===== src/rtl/fap_pkg.sv =====
// Package for the fixed-point ALU: command codes, widths and the carried result record.
// No dependencies.
package fap_pkg;

  localparam int unsigned FractionBitsDef = 14;
  localparam int unsigned DataW = 32;
  localparam int unsigned CmdW = 4;

  typedef enum logic [CmdW-1:0] {
    CmdToFix = 4'd0,
    CmdTrunc = 4'd1,
    CmdRound = 4'd2,
    CmdAddFF = 4'd3,
    CmdSubFF = 4'd4,
    CmdAddFI = 4'd5,
    CmdSubFI = 4'd6,
    CmdMulFF = 4'd7,
    CmdMulFI = 4'd8,
    CmdDivFF = 4'd9,
    CmdDivFI = 4'd10
  } cmd_e;

  // result of the non-divide path, plus divide control, carried alongside the divider
  typedef struct packed {
    logic [DataW-1:0] res;
    logic             ovf;
    logic             dz;
    logic             is_div;
    logic             neg;
  } carry_t;

endpackage


===== src/rtl/fap_front.sv =====
// Front end: operand register with 32x32 multiply, then operation decode,
// non-divide results with overflow, and divider operand preparation. Depends on fap_pkg.
module fap_front #(
  parameter int unsigned FRACTION_BITS = fap_pkg::FractionBitsDef,
  localparam int unsigned QW = fap_pkg::DataW + FRACTION_BITS
) (
  input  logic                       clk_i,
  input  logic                       rst_ni,
  input  logic                       en_i,
  input  logic                       valid_i,
  input  logic [fap_pkg::CmdW-1:0]   cmd_i,
  input  logic [fap_pkg::DataW-1:0]  a_i,
  input  logic [fap_pkg::DataW-1:0]  b_i,
  output logic                       valid_o,
  output fap_pkg::carry_t            carry_o,
  output logic [QW-1:0]              dividend_o,
  output logic [fap_pkg::DataW-1:0]  divisor_o
);
  localparam int unsigned DW = fap_pkg::DataW;
  localparam logic signed [63:0] One  = 64'sd1 <<< FRACTION_BITS;
  localparam logic signed [63:0] Half = 64'sd1 <<< (FRACTION_BITS - 1);

  logic                    v1_q, v2_q;
  logic [fap_pkg::CmdW-1:0] cmd_q;
  logic [DW-1:0]           a_q, b_q;
  logic signed [63:0]      prod_q;

  logic signed [63:0]      sa, sb, x, exact;
  logic [DW-1:0]           mag_a, mag_b;
  fap_pkg::carry_t         carry_d, carry_q;
  logic [QW-1:0]           dvd_d, dvd_q;

  always_ff @(posedge clk_i or negedge rst_ni) begin
    if (!rst_ni) begin
      v1_q <= 1'b0;
      v2_q <= 1'b0;
    end else if (en_i) begin
      v1_q <= valid_i;
      v2_q <= v1_q;
    end
  end

  always_ff @(posedge clk_i) begin
    if (en_i) begin
      cmd_q   <= cmd_i;
      a_q     <= a_i;
      b_q     <= b_i;
      prod_q  <= $signed(a_i) * $signed(b_i);
      carry_q <= carry_d;
      dvd_q   <= dvd_d;
      divisor_o <= mag_b;
    end
  end

  always_comb begin
    sa    = {{32{a_q[DW-1]}}, a_q};
    sb    = {{32{b_q[DW-1]}}, b_q};
    mag_a = a_q[DW-1] ? (~a_q + 1'b1) : a_q;
    mag_b = b_q[DW-1] ? (~b_q + 1'b1) : b_q;
    x     = '0;
    exact = '0;
    dvd_d = '0;
    carry_d = '0;
    carry_d.neg = a_q[DW-1] ^ b_q[DW-1];
    unique case (fap_pkg::cmd_e'(cmd_q))
      fap_pkg::CmdToFix: exact = sb <<< FRACTION_BITS;
      fap_pkg::CmdTrunc: begin
        x = a_q[DW-1] ? (sa + One - 64'sd1) : sa;
        exact = x >>> FRACTION_BITS;
      end
      fap_pkg::CmdRound: begin
        x = a_q[DW-1] ? (sa - Half + One - 64'sd1) : (sa + Half);
        exact = x >>> FRACTION_BITS;
      end
      fap_pkg::CmdAddFF: exact = sa + sb;
      fap_pkg::CmdSubFF: exact = sa - sb;
      fap_pkg::CmdAddFI: exact = sa + (sb <<< FRACTION_BITS);
      fap_pkg::CmdSubFI: exact = sa - (sb <<< FRACTION_BITS);
      fap_pkg::CmdMulFF: exact = prod_q >>> FRACTION_BITS;
      fap_pkg::CmdMulFI: exact = prod_q;
      fap_pkg::CmdDivFF: begin
        carry_d.is_div = 1'b1;
        dvd_d = {mag_a, {FRACTION_BITS{1'b0}}};
      end
      fap_pkg::CmdDivFI: begin
        carry_d.is_div = 1'b1;
        dvd_d = {{FRACTION_BITS{1'b0}}, mag_a};
      end
      default: exact = '0;
    endcase
    carry_d.dz  = carry_d.is_div && (b_q == '0);
    carry_d.res = exact[DW-1:0];
    carry_d.ovf = !((&exact[63:DW-1]) || !(|exact[63:DW-1]));
  end

  assign valid_o    = v2_q;
  assign carry_o    = carry_q;
  assign dividend_o = dvd_q;
endmodule


===== config.mk =====
export PLATFORM = sky130hd
export DESIGN_NAME = fap_front
export DESIGN_NICKNAME = d
export VERILOG_FILES = /design/src/rtl/fap_pkg.sv /design/src/rtl/fap_front.sv
export SDC_FILE = /design/constraint.sdc
export NUM_CORES = 2
export LEC_CHECK = 0
export BUFFER_PORTS_ARGS = -buffer_cell sky130_fd_sc_hd__buf_4
export CORE_UTILIZATION = 41
export CTS_CLUSTER_SIZE = 8
export DETAILED_ROUTE_END_ITERATION = 8
export PLACE_DENSITY = 0.71
export SYNTH_ARGS = -nofsm -noshare
export SYNTH_HDL_FRONTEND = slang
export SYNTH_SLANG_ARGS = --single-unit

===== constraint.sdc =====
create_clock -name clk_i -period 4.5 [get_ports clk_i]
set_input_delay 0.45 -clock clk_i [delete_from_list [all_inputs] [get_ports clk_i]]
set_output_delay 0.45 -clock clk_i [all_outputs]
set_load 0.02 [all_outputs]

### Yosys cells after proc, flatten, opt, wreduce, memory -nomap -nowiden

Index checks and enable logic that the tools add are counted.

* output and inout port bits: 115
* bits in registers: 248
* word-level logic and storage cells: 56

* reduce and logical (&&, ||, !) cells: 9
* mux-type cells: 7
* bitwise operators: 3
* multiply operators: 1
* $add $sub $neg: 12
* equality and inequality tests: 10

Operators with widths (count)
* $pmux W64 S9: 1
* $mux W64: 2
* $pmux W46 S2: 1
* $add A32 B1 Y32 const B: 2
* $mul A32 B32 Y64: 1
* $not A32 Y32: 2
* $add A32 B46 Y47: 1
* $sub A32 B46 Y47: 1
* $sub A34 B2 Y35 const B: 1
* $add A33 B16 Y34 const B: 1
* $sub A33 B2 Y34 const B: 1
* $add A32 B15 Y33 const B: 1
* $add A32 B16 Y33 const B: 1
* $add A32 B32 Y33: 1
* $reduce_and A33 Y1: 1
* $reduce_or A33 Y1: 1
* $sub A32 B15 Y33 const B: 1
* $sub A32 B32 Y33: 1
* $logic_not A32 Y1: 1
* $mux W32: 1
* $mux W31: 1
* $eq A4 B3 Y1 const B: 4
* $eq A4 B4 Y1 const B: 3
* $eq A4 B2 Y1 const B: 2
* other kinds (8): 9

### Depth between registers and ports, before layout

* depth after elaboration: 9
* gate-level depth with buffers: 30
* depth with buffers taken out: 28

### Worst setup path before layout

No wires, ideal clock.

* kind: input-to-reg
* from: input port b_i[3] (netlist name)
* to: register prod_q[57] (data pin)
* slack: -3327 ps
* stages on the path: 23
* data required time: 4240 ps
* data arrival time: 7567 ps
* path through: clkbuf_1 -> nand2_1 -> fa_1 -> fa_1 -> inv_1 -> fa_1 -> fa_1 -> fa_1 -> fa_1 -> fa_1 -> fa_1 -> ha_1 -> a21oi_1 -> a21boi_0 -> a311oi_1 -> o211ai_1 -> o21ai_0 -> o31a_1 -> a21oi_1 -> a221o_1 -> a21o_1 -> a21oi_1 -> xnor2_1

* cells in the longest elaborated chain, start to end: 1

RTL lines
* start: declaration: line fap_front.sv:13 `input logic [fap_pkg::DataW-1:0] b_i,`
* $mul A32 B32 Y64: line fap_front.sv:48 `prod_q <= $signed(a_i) * $signed(b_i);`
* end signal: assignment: line fap_front.sv:48
* end: declaration: line fap_front.sv:26 `logic signed [63:0] prod_q;`

Every way passes these cells.
A chain may end at the register's enable or synchronous reset.

### Final worst setup path

* from: input port b_i[9] (netlist name)
* to: register prod_q[63] (data pin)

Same word-level chain as after synthesis.

==> results.py <==
metrics = {
    "floorplanning": {
        "num_rows": 132,
        "coreArea_um2": 130000,
        "dieArea_um2": 134000,
        "initial_core_util_pct": 41.6,
        "die_h_um": 365,
        "io_pins": 187,
        "dieWidth_um": 365,
    },
    "finish": {
        "mostFrequentLayoutCells": "1055 x inv_1, 1022 x fa_1, 829 x buf_4, 602 x nand2_1, 479 x and2_1",
        "final_common_cell": "inv_1",
        "fill_cells": 11506,
        "drive_gt1_share_pct": 21.9,
        "syn2layout_area_growth_pct": 23.3,
        "nets": 7978,
    },
    "run_status": {
        "status": "finished, violations left",
        "violations": "negative setup slack",
    },
    "synthesis": {
        "ys_ff_latch": 248,
        "synth_area_per_cell_um2": 9.39,
        "synthesis.area_um2": 54200,
        "synth_enable_flop_cells": 246,
        "netlist_instances": 5769,
        "yosysWarnings": 0,
        "synth_nets": 7242,
        "dominantRegCellSynth": "edfxtp_1",
        "ys_seq_area_share_pct": 13.7,
        "async_flop_share_pct": 0.806,
        "ys_types": 95,
    },
    "timing": {
        "period_share_pct": 161,
        "tns_ns": -116.69,
        "fin_skew_ns": 0.0342,
        "fmax_mhz": 138,
        "worst_pin_slew_ns": 0.947,
        "hold_violations": 0,
        "slew_viol_final": 0,
        "setup_violations": 56,
        "period_needed_ns": 7.26,
        "slew_headroom_pct": 36.9,
        "timing.final.ws_setup_ns": -2.76,
        "grt_setup_unrepaired": "true",
    },
    "clock_tree": {
        "path_clk_slew_ns": 0.05,
        "cts_max_level": 2,
        "clock-sinks": 248,
        "cts-root-buf": "clkbuf_16",
        "cts-buffers-inserted": 37,
        "cts_tree": "built",
        "clock_latency_ns": 0.57,
        "cts_buffer_depth": 3,
    },
    "setup_path": {
        "crit_top_cell": "fa_1",
        "crit_path_end_kind": "register",
        "critPathMaxFanout": 13,
        "regToRegSetupSlack_ns": 0.09,
        "worst-r2r-cell-count": 17,
        "crit_type": "in2reg",
        "slowest_delay_ns": 0.57,
        "start_kind": "primary input",
        "r2r-start": "b_q[0]",
        "worstPathRequired_ns": 4.77,
        "crit_slowest_cell": "fa_1",
        "r2r-end": "carry_o[3]",
        "crit_arrival_ns": 7.53,
    },
    "route": {
        "first_pass_iters": 7,
        "via_per_inst": 5.51,
        "drt_iter0_drc": 4281,
        "num_vias": 45534,
        "drc": 0,
        "wl_per_cell_um": 22.1,
        "drt_wl_total_mm": 183,
        "ant_nets": 0,
    },
    "global_route": {
        "grt_pass1_vias": 47784,
        "grt_max_degree": 125,
        "antenna_found_initial": 8,
        "grt_pass1_wl_mm": 281,
        "grt_util_all_layers_pct": 27.5,
        "gr-total-overflow": 0,
    },
    "placed_design": {
        "place.gp.congestion": 1.03,
        "portBuffers": 186,
        "post-dp-hpwl_mm": 152,
    },
    "hold_path": {
        "min_to": "cmd_q[3]",
        "hp-start": "cmd_i[3]",
        "hp-class": "in2reg",
        "hold_depth": 1,
    },
    "job": {
        "drv_cap": 0,
    },
}
==> registers in the layout, summed over array words and instances (netlist names) <==
signal / count
divisor_o: 32
v1_q: 1
cmd_q: 4
dividend_o: 46
a_q: 32
b_q: 32
prod_q: 64
valid_o: 1
carry_o: 36
==> worst max-delay path, delay by kind of cell <==
family	cells	cell delay, ns
compound gates	9	1.51
fa+ha+maj	9	4.30
buf+inv	5	0.33
simple gates	4	0.89
==> how the worst max path moves through the flow <==
stage | start | endpoint | slack, ns | cells after the start
2_1_floorplan | a_i[31] | prod_q[61] | -2.89 | 28
3_3_place_gp | b_i[8] | prod_q[63] | -3.37 | 27
3_5_place_dp | b_i[8] | prod_q[63] | -3.55 | 27
4_1_cts | a_i[10] | prod_q[61] | -2.71 | 26
5_1_grt | a_i[7] | prod_q[63] | -2.92 | 28
6_report | b_i[9] | prod_q[63] | -2.76 | 27
==> routing by layer <==
metal	global-route usage (%)	vias to the layer above	part of all wire, %
li1	-	19819	-
met1	36.6	23274	40
met2	44.4	2018	46
met3	5.49	419	9.0
met4	10.2	4	4.5
met5	0	-	0.013
==> layout make-up <==
type                            count  area [um^2]  share of cell area (%)
Sequential cell                   248         7440                    11.1
Inverter                         1093         4110                    6.15
Tap cell                         1742         2180                    3.27
Timing Repair Buffer             1002         8740                    13.1
Clock buffer                       41          941                    1.41
Clock inverter                      6         51.3                  0.0769
Multi-Input combinational cell   4123        43300                    64.8
Antenna cell                        5         12.5                  0.0187
==> logic make-up after synthesis <==
group | after synthesis | synth area share, %
simple gates | 1688 | 15.5
buf+inv | 1398 | 9.71
fa+ha+maj | 1401 | 47.4
compound gates | 881 | 11.1
flops | 248 | 13.7
mux | 7 | 0.134
xor+xnor | 146 | 2.36
==> Yosys cell counts, types with 9 or more instances <==
cell	number	area (um^2)
xor2_1	44	385
or4_1	15	113
fa_1	1086	21700
a21oi_1	212	1060
a222oi_1	33	330
o31ai_1	33	248
or3_1	22	138
and2_1	520	3250
o221ai_1	16	140
inv_1	1088	4080
nand2_1	625	2350
a221oi_1	18	158
nand3_1	67	335
o2111ai_1	19	166
nor4_1	25	156
a21o_1	57	428
nor3_1	48	240
o211ai_1	26	195
nand2b_1	32	200
a22o_1	9	78.8
o21a_1	15	113
nor2_1	219	822
nand4_1	26	163
and3_1	20	125
xnor2_1	102	893
edfxtp_1	246	7390
o22ai_1	55	344
a211oi_1	23	173
clkbuf_1	296	1110
o21ai_0	146	731
o21ai_1	12	60.1
a22oi_1	22	165
ha_1	315	3940
a221o_1	30	300
o21bai_1	41	308
a31oi_1	26	163
o41ai_1	16	140
nor2b_1	31	194
==> per-stage QoR <==
step / util, % / setup WS (ns) / hold WS, ns / area [um^2] / std cells
after floorplan: - / -2.89 / 0.154 / 55200 / 5769
after detailed placement: 48.3 / -3.55 / 0.233 / 63000 / 8130
after global routing: 51.2 / -2.92 / 0.0480 / 66700 / 8256
after global placement: 48.3 / -3.37 / 0.232 / 63000 / 8130
after CTS: 50.4 / -2.71 / 0.0352 / 65600 / 8228
final: 51.2 / -2.76 / 0.0600 / 66700 / 8260
==> repair_timing <==
| item | CTS | global route |
|---|---|---|
| hold endpoints to repair | 2 | 0 |
| hold buffers | 1 | 0 |
| buffers inserted | 54 | 33 |
| resized for setup | 286 | 194 |
| cloned | 2 | 3 |
| pin swaps | 170 | 143 |
| setup endpoints to repair | 57 | 57 |
Power is left out: the tool's default activity adds up to more than one toggle a clock period on the data nets, which glitch-free logic cannot reach.
